### src/sv/ktvt_pkg.sv
// ktvt_pkg: shared types and codes for the keyed typed value table.
// No dependencies.
package ktvt_pkg;

  typedef enum logic [2:0] {
    OP_SET       = 3'd0,
    OP_INT_WR    = 3'd1,
    OP_FIX_WR    = 3'd2,
    OP_GET       = 3'd3,
    OP_TTL       = 3'd4,
    OP_TICK      = 3'd5,
    OP_DIRTY_Q   = 3'd6,
    OP_DIRTY_CLR = 3'd7
  } op_t;

  localparam logic [2:0] T_NONE   = 3'd0;
  localparam logic [2:0] T_INT    = 3'd1;
  localparam logic [2:0] T_FIXED  = 3'd2;
  localparam logic [2:0] T_BOOL   = 3'd3;
  localparam logic [2:0] T_HANDLE = 3'd4;
  localparam logic [2:0] T_VEC2   = 3'd5;
  localparam logic [2:0] T_TIMER  = 3'd6;

  localparam logic [1:0] POL_SET = 2'd0;
  localparam logic [1:0] POL_MAX = 2'd1;
  localparam logic [1:0] POL_MIN = 2'd2;
  localparam logic [1:0] POL_ACC = 2'd3;

  typedef struct packed {
    op_t         op;
    logic [31:0] key;
    logic [2:0]  vtype;
    logic [1:0]  policy;
    logic [31:0] a;
    logic [31:0] b;
  } req_t;

  typedef enum logic [2:0] {
    BK_IDLE,
    BK_SEARCH,
    BK_RD,
    BK_EXEC,
    BK_TICK_RD,
    BK_TICK_WR,
    BK_DONE
  } bk_state_t;

  function automatic logic [31:0] sat_add(input logic [31:0] x, input logic [31:0] y);
    logic [32:0] s;
    s = {x[31], x} + {y[31], y};
    if (s[32] != s[31]) sat_add = s[32] ? 32'h8000_0000 : 32'h7fff_ffff;
    else sat_add = s[31:0];
  endfunction

  function automatic logic [31:0] sat_sub(input logic [31:0] x, input logic [31:0] y);
    logic [32:0] s;
    s = {x[31], x} - {y[31], y};
    if (s[32] != s[31]) sat_sub = s[32] ? 32'h8000_0000 : 32'h7fff_ffff;
    else sat_sub = s[31:0];
  endfunction

endpackage

### src/sv/ktvt_front.sv
// ktvt_front: takes requests, classifies them and queues them for the back end.
// Depends on ktvt_pkg.
module ktvt_front (
  input  logic           clk,
  input  logic           rst_n,
  input  logic           start,
  input  ktvt_pkg::req_t req_in,
  output logic           busy,
  output logic           q_valid,
  output ktvt_pkg::req_t q_req,
  output logic           q_reject,
  input  logic           q_pop
);
  import ktvt_pkg::*;

  localparam int QD = 2;

  req_t        mem_r [QD];
  logic        rej_r [QD];
  logic        wp_r, rp_r, wp_nxt, rp_nxt;
  logic [1:0]  cnt_r, cnt_nxt;
  logic        push, reject_in;

  assign busy      = (cnt_r == 2'(QD));
  assign push      = start && !busy;
  // set typed with type none or an unused code fails without a lookup
  assign reject_in = (req_in.op == OP_SET) &&
                     ((req_in.vtype == T_NONE) || (req_in.vtype > T_TIMER));
  assign q_valid   = (cnt_r != 2'd0);
  assign q_req     = mem_r[rp_r];
  assign q_reject  = rej_r[rp_r];

  always_comb begin
    wp_nxt  = push ? !wp_r : wp_r;
    rp_nxt  = q_pop ? !rp_r : rp_r;
    cnt_nxt = cnt_r + 2'(push) - 2'(q_pop);
  end

  always_ff @(posedge clk) begin
    if (!rst_n) begin
      wp_r  <= 1'b0;
      rp_r  <= 1'b0;
      cnt_r <= 2'd0;
    end else begin
      wp_r  <= wp_nxt;
      rp_r  <= rp_nxt;
      cnt_r <= cnt_nxt;
    end
  end

  always_ff @(posedge clk) begin
    if (push) begin
      mem_r[wp_r] <= req_in;
      rej_r[wp_r] <= reject_in;
    end
  end
endmodule

### config.mk
export PLATFORM = sky130hd
export DESIGN_NAME = ktvt_front
export DESIGN_NICKNAME = d
export VERILOG_FILES = /design/src/sv/ktvt_pkg.sv /design/src/sv/ktvt_front.sv
export SDC_FILE = /design/constraint.sdc
export NUM_CORES = 1
export LEC_CHECK = 0
export BUFFER_PORTS_ARGS = -buffer_cell sky130_fd_sc_hd__buf_4
export CAP_MARGIN = 10
export CELL_PAD_IN_SITES_DETAIL_PLACEMENT = 1
export CELL_PAD_IN_SITES_GLOBAL_PLACEMENT = 1
export CORE_ASPECT_RATIO = 0.9
export CORE_UTILIZATION = 44
export CTS_CLUSTER_DIAMETER = 40
export DETAILED_ROUTE_END_ITERATION = 10
export GPL_TIMING_DRIVEN = 0
export PLACE_DENSITY_LB_ADDON = 0.1
export SETUP_SLACK_MARGIN = 0.3
export SLEW_MARGIN = 40
export SYNTH_ARGS = -nofsm -noshare
export SYNTH_HDL_FRONTEND = slang
export SYNTH_SLANG_ARGS = --single-unit
### constraint.sdc
create_clock -name clk -period 8.8 [get_ports clk]
set_clock_uncertainty 0.05 [all_clocks]
set_input_delay 1.76 -clock clk [delete_from_list [all_inputs] [get_ports clk]]
set_output_delay 1.76 -clock clk [all_outputs]
set_load 0.005 [all_outputs]
==> results of run 1 <==
## metrics by stage
stage	instances	setup TNS, ps
6_report	880	0
5_1_grt	880	0
4_1_cts	880	0
3_5_place_dp	814	0
3_3_place_gp	805	-67210
2_1_floorplan	356	0
## cell families after synthesis
family / count (synthesis) / share of synthesized area (%)
DFF: 215 / 81.7
AOI/OAI and AO/OA: 1 / 0.191
and+or+nand+nor: 15 / 0.973
adders and majority gates: 2 / 0.319
muxes: 106 / 15.2
xor gates and xnor gates: 2 / 0.223
buffers and inverters: 15 / 1.39
## state kept, by name, summed over array words and instances, names as in the netlist, named ones only
| register | flops |
|---|---|
| rej_r | 2 |
| cnt_r | 2 |
| mem_r | 208 |
| wp_r | 1 |
| rp_r | 1 |
## final timing paths
| path | startpoint | to | slack, ps |
|---|---|---|---|
| min reg2reg | rp_r$_SDFFE_PN0P_ | flop | 470 |
| max | flop | q_req[84] | 5150 |
| max reg2reg | cnt_r[0]$_SDFF_PN0_ | mem_r[0][95]$_DFFE_PP_ | 6760 |
| min | rp_r$_SDFFE_PN0P_ | flop | 470 |
## synth_stat cells
cell       count  area (sq um)
dfxtp_1        5           100
nand3_1        1          5.00
nand2b_1       2          12.5
inv_1          3          11.3
nor2_1         4          15.0
mux2_2       101          1140
nand2_1        2          7.51
xnor2_1        1          8.76
edfxtp_1     210          6310
ha_1           2          25.0
and2_1         2          12.5
or2_2          1          6.26
buf_6          6          67.6
or3_1          1          6.26
mux2_1         4          45.0
and3_1         1          6.26
xor2_1         1          8.76
buf_2          6          30.0
mux2i_1        1          10.0
nor3_1         1          5.00
a2111oi_2      1          15.0
## worst min-delay path, stage by stage (launching register included)
cell and delay, ps:
dfxtp_1 320, xnor2_1 80, nor2_1 80
## layer usage
metal | GRT usage [%] | share of wire [%] | vias to the layer above
met1 | 20.4 | 38 | 2091
met4 | 7.27 | 1.6 | 0
li1 | - | - | 1946
met2 | 32.2 | 52 | 153
met5 | 0 | 0 | -
met3 | 6.92 | 8.4 | 21
## power by group
part	internal, W	total (W)	switching (W)
Sequential	0.00125	0.00127	0.0000240
Clock	0.000944	0.00140	0.000459
Combinational	0.000225	0.000403	0.000178
## final cells by class
| type | instances | area (sq um) | area share, % |
|---|---|---|---|
| Sequential cell | 215 | 6410 | 57.3 |
| Timing Repair Buffer | 223 | 1790 | 16.0 |
| Multi-Input combinational cell | 126 | 1340 | 12.0 |
| Clock buffer | 41 | 941 | 8.42 |
| Tap cell | 235 | 294 | 2.63 |
| Clock inverter | 25 | 293 | 2.62 |
| Buffer | 12 | 97.6 | 0.874 |
| Inverter | 3 | 11.3 | 0.101 |
## layout by cell type (no fill, tap or decap), drive strengths merged
master / n
clkinv: 13
clkinvlp: 4
nor2: 4
clkbuf: 41
xor2: 1
nand2: 2
bufinv: 6
ha: 2
a2111oi: 1
dfxtp: 5
nor3: 1
nand3: 1
edfxtp: 210
or2: 1
inv: 5
nand2b: 2
mux2: 105
xnor2: 1
and2: 2
and3: 1
buf: 235
mux2i: 1
or3: 1
==> reports/summary.txt, run 1 <==
status = complete, no violations
worst skew pair latency = 500 ps
fin. max-slew vios = 0
die width = 143 um
max frequency = 274 MHz
endpoint class of the critical path = output pin
Rows = 45
Mapped Area = 7840 sq um
Post-CTS Setup Inserts = 0
CP bufs+invs = 4
endpoints failing hold = 0
Cell Pwr Density = 276 nW/um^2
slowest library cell on the worst path = mux2_2
CTS Hold Bufs = 0
final worst slack = 5150 ps
min-delay worst type = flop to flop
Area Growth Syn to Fin = 42.5%
Die H = 129 um
dpl ws = 5460 ps
routability-driven placement congestion ratio = 0.724
worst hold stages = 2
first-pass GRT wire length = 24.8 mm
vias in the first global route = 4,630
Final ANT Viol Nets = 0
critical path class = flop to output pin
RSZ-0062 raised after global routing = no
critical path depth = 5
most used cell, CP = buf_6
Die ar. = 18,400 sq um
Final Hold Slack = 470 ps
Final Cycle Share = 41.4%
vias per inst = 4.79
Design Area, Final = 11,200 sq um
Avg Synthesized Cell Area = 22.0 sq um
Final setup viols = 0
Worst-Margin Slew = 580 ps
CTS buffer count = 36
sequential share of the synthesized area = 81.7%
DP HPWL = 11.0 mm
crit-path cells = buf_2 -> buf_6 -> buf_6 -> mux2_2 -> buf_4
fillers = 1,474
final WL = 16.5 mm
CP Data Arrival Time = 1840 ps
gr usage total = 18.4%
initial core utilization = 45.7%
Port-buffer cells = 214
CP max stage delay = 350 ps
clk root buf = clkbuf_16
Initial DRT Pass Iterations = 4
clock sinks = 215
WP data required = 6990 ps
post-synthesis instance total = 356
Avg WL per Cell = 18.7 um
I/O pin total = 215
clk buf depth = 3
Max-Cap Viols = 0
CTS H-tree depth = 2
R2R depth = 6
Final #Nets = 727
GR Overflow Total = 0
post-placement cell area = 9940 sq um
Leak = 4.25 nW
Total Power = 0.00308 W
Core Box Area = 17,200 sq um
post-synth net total = 466
antenna cells = 0
CTS tree = yes
DR DRC count = 0
Reg clk slew, reported paths = 50 ps
critical path's top delay family = buffers and inverters
Max FO, Critical Path = 10
Peak VDD IR = 154 uV
share of layout cells above drive strength 1 = 61.4%
Slew HR = 61.3%
Synth cell types = 21
Resize count post-CTS = 0
DR iter-0 viols = 125
initial antenna violation count = 0
startpoint types = flop
DR vias = 4,211
Ys Warns = 0
pin count of the biggest net entering global routing = 39
min Tclk post-route = 3650 ps
#FFs+latches synth = 215
Layout Utilization = 65.0%
(Power assumes the default switching activity.)
==> run 2, diff against run 1 <==
--- a/config.mk
+++ b/config.mk
@@ -5,12 +5,13 @@
 export SDC_FILE = /design/constraint.sdc
 export NUM_CORES = 1
 export LEC_CHECK = 0
+export ABC_AREA = 1
 export BUFFER_PORTS_ARGS = -buffer_cell sky130_fd_sc_hd__buf_4
 export CAP_MARGIN = 10
 export CELL_PAD_IN_SITES_DETAIL_PLACEMENT = 1
 export CELL_PAD_IN_SITES_GLOBAL_PLACEMENT = 1
 export CORE_ASPECT_RATIO = 0.9
-export CORE_UTILIZATION = 44
+export CORE_UTILIZATION = 40
 export CTS_CLUSTER_DIAMETER = 40
 export DETAILED_ROUTE_END_ITERATION = 10
 export GPL_TIMING_DRIVEN = 0
==> constraint.sdc (replaced) <==
create_clock -name clk -period 3.3 [get_ports clk]
set_clock_uncertainty 0.05 [all_clocks]
set_input_delay 0.66 -clock clk [delete_from_list [all_inputs] [get_ports clk]]
set_output_delay 0.66 -clock clk [all_outputs]
set_load 0.005 [all_outputs]
==> run 2 against run 1 <==
Effect of this change: largest power group is now registers; sequential power increased to 2.6 times the previous value; area after synthesis increased by 3.2%; routed wire length increased by 1.1%; via count increased by 0.50%; the flow now finishes with violations (DRC); combinational power increased by 130%.
==> reports/summary.txt, run 2 <==
grt met3 use = 7.03% (+0.11 points)
global route hottest layer = met2
Peak VDD IR = 472 uV (+210%)
commonest cells after routing, fill and taps aside = buf_4 (214), edfxtp_1 (210), mux2_2 (55), mux2_4 (50), clkbuf_16 (35)
RR Endpoint = mem_r[0][96]$_DFFE_PP_
slowest library cell on the worst path = mux2_2
Layout Utilization = 57.8% (-7.2 points)
violated checks = DRC
routability-driven placement congestion ratio = 0.694 (-4.1%)
initial core utilization = 41.5% (-4.2 points)
R2R depth = 7 (+1)
critical path depth = 4 (-1)
Die ar. = 20,800 sq um (+13%)
Total Power = 0.00750 W (+140%)
Resize count post-CTS = 0 (unchanged)
CTS H-tree depth = 2 (unchanged)
Final #Nets = 741 (+1.9%)
crit-path cells = buf_6 -> buf_2 -> mux2_2 -> buf_4
Mapped Area = 8090 sq um (+3.2%)
pin count of the biggest net entering global routing = 25 (-36%)
endpoints failing hold = 0 (unchanged)
antenna cells = 0 (unchanged)
Initial DRT Pass Iterations = 7 (+3)
worst skew pair latency = 470 ps (-30 ps)
clock sinks = 215 (unchanged)
CTS tree = yes
min-delay worst type = primary input to flop
Post-CTS Setup Inserts = 0 (unchanged)
Async SR Flop Fraction = 0% (unchanged)
EDFF count, synth = 210 (unchanged)
most common cell after layout, fill and taps aside = buf_4
#FFs+latches synth = 215 (unchanged)
share of layout cells above drive strength 1 = 59.7% (-1.7 points)
FF-to-FF Start = cnt_r[0]$_SDFF_PN0_
met1 global-route usage = 18.6% (-1.8 points)
fin. max-slew vios = 0 (unchanged)
CP bufs+invs = 3 (-1)
Reg clk slew, reported paths = 50 ps (about the same)
Post-synth top cells = edfxtp_1 (210), mux2_2 (55), mux2_4 (50)
DR DRC count = 26 (+26)
grt met2 use = 27.0% (-5.3 points)
clk buf depth = 3 (unchanged)
Max FO, Critical Path = 10 (unchanged)
die width = 152 um (+6.5%)
critical path class = flop to output pin
Final Non-Filler Cells = 903 (+2.6%)
CTS Hold Bufs = 0 (unchanged)
Final ANT Viol Nets = 0 (unchanged)
Avg Synthesized Cell Area = 21.9 sq um (-0.41%)
Final setup viols = 0 (unchanged)
max frequency = 412 MHz
dpl ws = 1030 ps (-4430 ps)
vias per inst = 4.69 (-2.1%)
Synth area leader = edfxtp_1
startpoint types = flop
placed cell count = 844 (+3.7%)
WP data required = 2590 ps (-4400 ps)
final WL = 16.7 mm (+1.1%)
status = finished, violations left
gr usage total = 16.0% (-2.4 points)
Port-buffer cells = 214 (unchanged)
post-synthesis instance total = 369 (+3.7%)
vias in the first global route = 4,636 (+0.13%)
Slew HR = 68.4% (+7.1 points)
final worst slack = 870 ps (-4280 ps)
Biggest register = mem_r
Max-Cap Viols = 0 (unchanged)
Area Growth Syn to Fin = 39.4%
endpoint class of the critical path = output pin
Core Box Area = 19,500 sq um (+14%)
CP Data Arrival Time = 1720 ps (-120 ps)
Final Hold Slack = 317 ps (-153 ps)
hold endpoint = mem_r[1][70]$_DFFE_PP_
CP max stage delay = 380 ps (+30 ps)
Avg WL per Cell = 18.5 um (-1.5%)
Synth cell types = 16 (-24%)
Worst-Margin Slew = 473 ps (-107 ps)
DR iter-0 viols = 165 (+32%)
CTS buffer count = 35 (-2.8%)
Die H = 137 um (+6.5%)
worst hold stages = 1 (-1)
largest registers = mem_r (208), cnt_r (2), rej_r (2)
critical path's top delay family = buffers and inverters
I/O pin total = 215 (unchanged)
most common cell in the netlist = edfxtp_1
min Tclk post-route = 2430 ps
DP HPWL = 11.8 mm (+8.0%)
number of flip-flops in the largest register = 208 (unchanged)
Rows = 48 (+6.7%)
Leak = 4.42 nW (+4.0%)
DR vias = 4,232 (+0.50%)
initial antenna violation count = 0 (unchanged)
first-pass GRT wire length = 25.4 mm (+2.3%)
Final Cycle Share = 73.6%
R2R Setup Slk = 1270 ps (-5490 ps)
hold wc startpoint = req_in[70]
Ys Warns = 0 (unchanged)
post-synth net total = 479 (+2.8%)
sequential share of the synthesized area = 79.1% (-2.6 points)
cells taking the most area after synthesis = edfxtp_1 (78%), mux2_4 (9.3%), mux2_2 (7.7%), buf_12 (1.2%), dfxtp_1 (1.2%)
clk root buf = clkbuf_16
RSZ-0062 raised after global routing = no
post-synth top area share = 77.9% (-2.5 points)
Cell Pwr Density = 665 nW/um^2 (+140%)
GR Overflow Total = 0 (unchanged)
ys flop type = edfxtp_1
[run 2: changes by cell type in the layout (fill, tap and decap cells not counted), sizes merged, moves of 4 or more]
| cell | change |
|---|---|
| bufinv | -4 |
| nor2 | +5 |
| inv | +4 |
| nand2 | +9 |
[run 2: power by group]
part / leakage [nW] / switching, W / total (W) / internal, W
Clock: 0.509 / 0.00114 / 0.00322 / 0.00208
Combinational: 1.91 / 0.000399 / 0.000947 / 0.000549
Sequential: 2.00 / 0.0000545 / 0.00333 / 0.00328
[run 2: logic make-up (layout without fill, tap and decap cells)]
family	after synthesis	in the layout	share of synthesized area, %
flip-flops	215	215	79.1
multiplexers	105	105	16.9
AND/OR/NAND/NOR	23	23	1.11
buffers and inverters	21	305	2.29
AO/OA/AOI/OAI	3	3	0.216
adder cells (fa/ha/maj)	2	2	0.309
[run 2: cell type report]
type | instances | area (sq um)
multi-input cells | 133 | 1510
inverters | 9 | 37.5
clock buffers | 42 | 902
well taps | 250 | 313
fillers | 1764 | 8230
plain buffers | 12 | 151
flip-flops and latches | 215 | 6410
repair buffers | 225 | 1830
clock inverters | 17 | 134
[run 2: how the worst max path moves through the flow]
stage                                  end  start  slack, ps
floorplan            mem_r[1][0]$_DFFE_PP_  start        520
global placement    mem_r[1][90]$_DFFE_PP_  start       -590
CTS                               q_req[7]   flop        820
detailed placement  mem_r[0][82]$_DFFE_PP_  start       1030
global route                     q_req[42]   flop        780
finish                           q_req[37]   flop        870
[run 2: metal layers]
metal  share of wire [%]  wire length [um]
met1                  39              6460
met2                  50              8330
met3                 9.9              1640
met4                 1.4               235
met5                   0                 0
[run 2: stage by stage]
stage | area (sq um) | setup TNS [ps]
2_1_floorplan | 8110 | 0
3_3_place_gp | 10000 | -111370
3_5_place_dp | 10200 | 0
4_1_cts | 11300 | 0
5_1_grt | 11300 | 0
6_report | 11300 | 0
==> run 3, diff against run 2 <==
--- a/config.mk
+++ b/config.mk
@@ -11,7 +11,7 @@
 export CELL_PAD_IN_SITES_DETAIL_PLACEMENT = 1
 export CELL_PAD_IN_SITES_GLOBAL_PLACEMENT = 1
 export CORE_ASPECT_RATIO = 0.9
-export CORE_UTILIZATION = 40
+export CORE_UTILIZATION = 44
 export CTS_CLUSTER_DIAMETER = 40
 export DETAILED_ROUTE_END_ITERATION = 10
 export GPL_TIMING_DRIVEN = 0
==> constraint.sdc (replaced) <==
create_clock -name clk -period 2.48 [get_ports clk]
set_clock_uncertainty 0.05 [all_clocks]
set_input_delay 0.496 -clock clk [delete_from_list [all_inputs] [get_ports clk]]
set_output_delay 0.496 -clock clk [all_outputs]
set_load 0.005 [all_outputs]
==> run 3 against run 2 <==
Effect of this change: the flow now finishes without violations; clock power rose by 29%; sequential share of layout area fell by 3.8 points; cell count rose by 0.22%; combinational power rose by 68%; critical path type unchanged; largest power group unchanged; highest routed layer unchanged.
==> reports/summary.txt, run 3 (synthesized netlist as in run 2, its figures left out) <==
Port-buffer cells = 214 (unchanged)
CTS Hold Bufs = 0 (unchanged)
largest registers = mem_r (208), cnt_r (2), rej_r (2)
vias in the first global route = 4,702 (+1.4%)
final worst slack = 186 ps (-684 ps)
endpoint class of the critical path = output pin
Biggest register = mem_r
Final Cycle Share = 92.5%
number of flip-flops in the largest register = 208 (unchanged)
Reg clk slew, reported paths = 60 ps (about the same)
min-delay worst type = primary input to flop
critical path class = flop to output pin
GR Overflow Total = 0 (unchanged)
initial core utilization = 45.5% (+4.0 points)
Final Non-Filler Cells = 905 (+0.22%)
Final ANT Viol Nets = 0 (unchanged)
DP HPWL = 11.6 mm (-1.5%)
RSZ-0062 raised after global routing = yes
vias per inst = 4.79 (+2.3%)
Avg WL per Cell = 20.5 um (+11%)
routability-driven placement congestion ratio = 0.687 (-1.0%)
Initial DRT Pass Iterations = 4 (-3)
CTS buffer count = 31 (-11%)
Area Growth Syn to Fin = 49.5%
CP Data Arrival Time = 1750 ps (+30 ps)
commonest cells after routing, fill and taps aside = edfxtp_1 (210), buf_4 (142), mux2_4 (77), buf_6 (77), clkbuf_16 (39)
dpl ws = 260 ps (-771 ps)
placed cell count = 834 (-1.2%)
min Tclk post-route = 2290 ps
share of layout cells above drive strength 1 = 62.3% (+2.5 points)
CTS tree = yes
max frequency = 436 MHz
Cell Pwr Density = 843 nW/um^2 (+27%)
Max FO, Critical Path = 6 (-4)
first-pass GRT wire length = 26.3 mm (+3.8%)
I/O pin total = 215 (unchanged)
clk buf depth = 3 (unchanged)
DR DRC count = 0 (-100%)
fillers = 1,463 (-17%)
Core Box Area = 17,800 sq um (-8.9%)
antenna cells = 0 (unchanged)
clock sinks = 215 (unchanged)
startpoint types = flop
Worst-Margin Slew = 226 ps (-246 ps)
clk root buf = clkbuf_16
endpoints failing hold = 0 (unchanged)
most common cell after layout, fill and taps aside = edfxtp_1
gr usage total = 18.3% (+2.3 points)
WP data required = 1930 ps (-660 ps)
DR vias = 4,337 (+2.5%)
worst skew pair latency = 520 ps (+50 ps)
Final #Nets = 754 (+1.8%)
DR iter-0 viols = 223 (+35%)
Slew HR = 84.8% (+16 points)
final WL = 18.6 mm (+12%)
fin. max-slew vios = 0 (unchanged)
CTS H-tree depth = 1 (-1)
Max-Cap Viols = 0 (unchanged)
Peak VDD IR = 615 uV (+30%)
Final setup viols = 0 (unchanged)
Die H = 131 um (-4.6%)
initial antenna violation count = 0 (unchanged)
Rows = 46 (-4.2%)
die width = 145 um (-4.6%)
Die ar. = 18,900 sq um (-9.0%)
status = complete, no violations
Leak = 4.78 nW (+8.2%)
pin count of the biggest net entering global routing = 25 (unchanged)
==> run 3: worst max-delay path, stage by stage, from the launching register on <==
cell and delay, ps:
dfxtp_2 340, buf_12 130, buf_12 130, clkbuf_16 140
mux2_2 340, buf_4 140
==> run 3: area by class of cell <==
class | count | area (sq um) | share of cell area (%)
tap | 240 | 300 | 2.48
sequential | 215 | 6410 | 53.0
buffer | 12 | 213 | 1.76
inverter | 9 | 37.5 | 0.310
timing repair buffer | 242 | 2510 | 20.7
clock buffer | 33 | 783 | 6.47
clock inverter | 21 | 210 | 1.74
multi-input combinational | 133 | 1640 | 13.6
==> run 3: timing repair <==
item,in CTS,in global routing
pin swaps,0,1
buffers inserted,2,4
cloned,3,8
endpoints found under the setup margin,105,121
gates resized for setup,48,82
==> run 3: worst paths after layout <==
kind                                           from                      to  slack [ps]  depth (start not counted)
worst min-delay path                     req_in[74]  mem_r[0][74]$_DFFE_PP_         100                          1
worst max register to register  cnt_r[0]$_SDFF_PN0_  mem_r[0][95]$_DFFE_PP_         810                          7
worst max-delay path                           flop               q_req[28]         190                          5
worst min register to register    rp_r$_SDFFE_PN0P_       rp_r$_SDFFE_PN0P_         440                          2
==> run 3: metal layers <==
layer	vias up	track usage, %	share of wire [%]	wire, um
li1	2001	-	-	-
met1	2144	20.8	38	7090
met2	162	33.0	53	9770
met3	30	6.56	7.3	1350
met4	0	4.63	2.0	372
met5	-	0	0	0
==> run 3: power breakdown <==
| group | total [W] | leakage (nW) | switching [W] | internal [W] |
|---|---|---|---|---|
| clock network | 0.00416 | 0.469 | 0.00157 | 0.00259 |
| logic | 0.00159 | 2.31 | 0.000620 | 0.000972 |
| registers | 0.00444 | 2.00 | 0.0000855 | 0.00436 |
| total | 0.0102 | 4.78 | 0.00227 | 0.00792 |
==> run 3: per-stage QoR <==
step / hold slack, ps / power [W] / setup TNS [ps] / cell area, sq um / util [%]
finish: 104 / 0.0102 / 0 / 12100 / 68.0
global route: 78.5 / 0.0105 / 0 / 12100 / 68.0
CTS: 71.4 / 0.0101 / 0 / 11600 / 65.0
detailed placement: 442 / 0.00583 / 0 / 10300 / 57.9
global placement: 426 / 0.00567 / -237650 / 10000 / 56.5
floorplan: 413 / 0.00507 / -16960 / 8130 / -
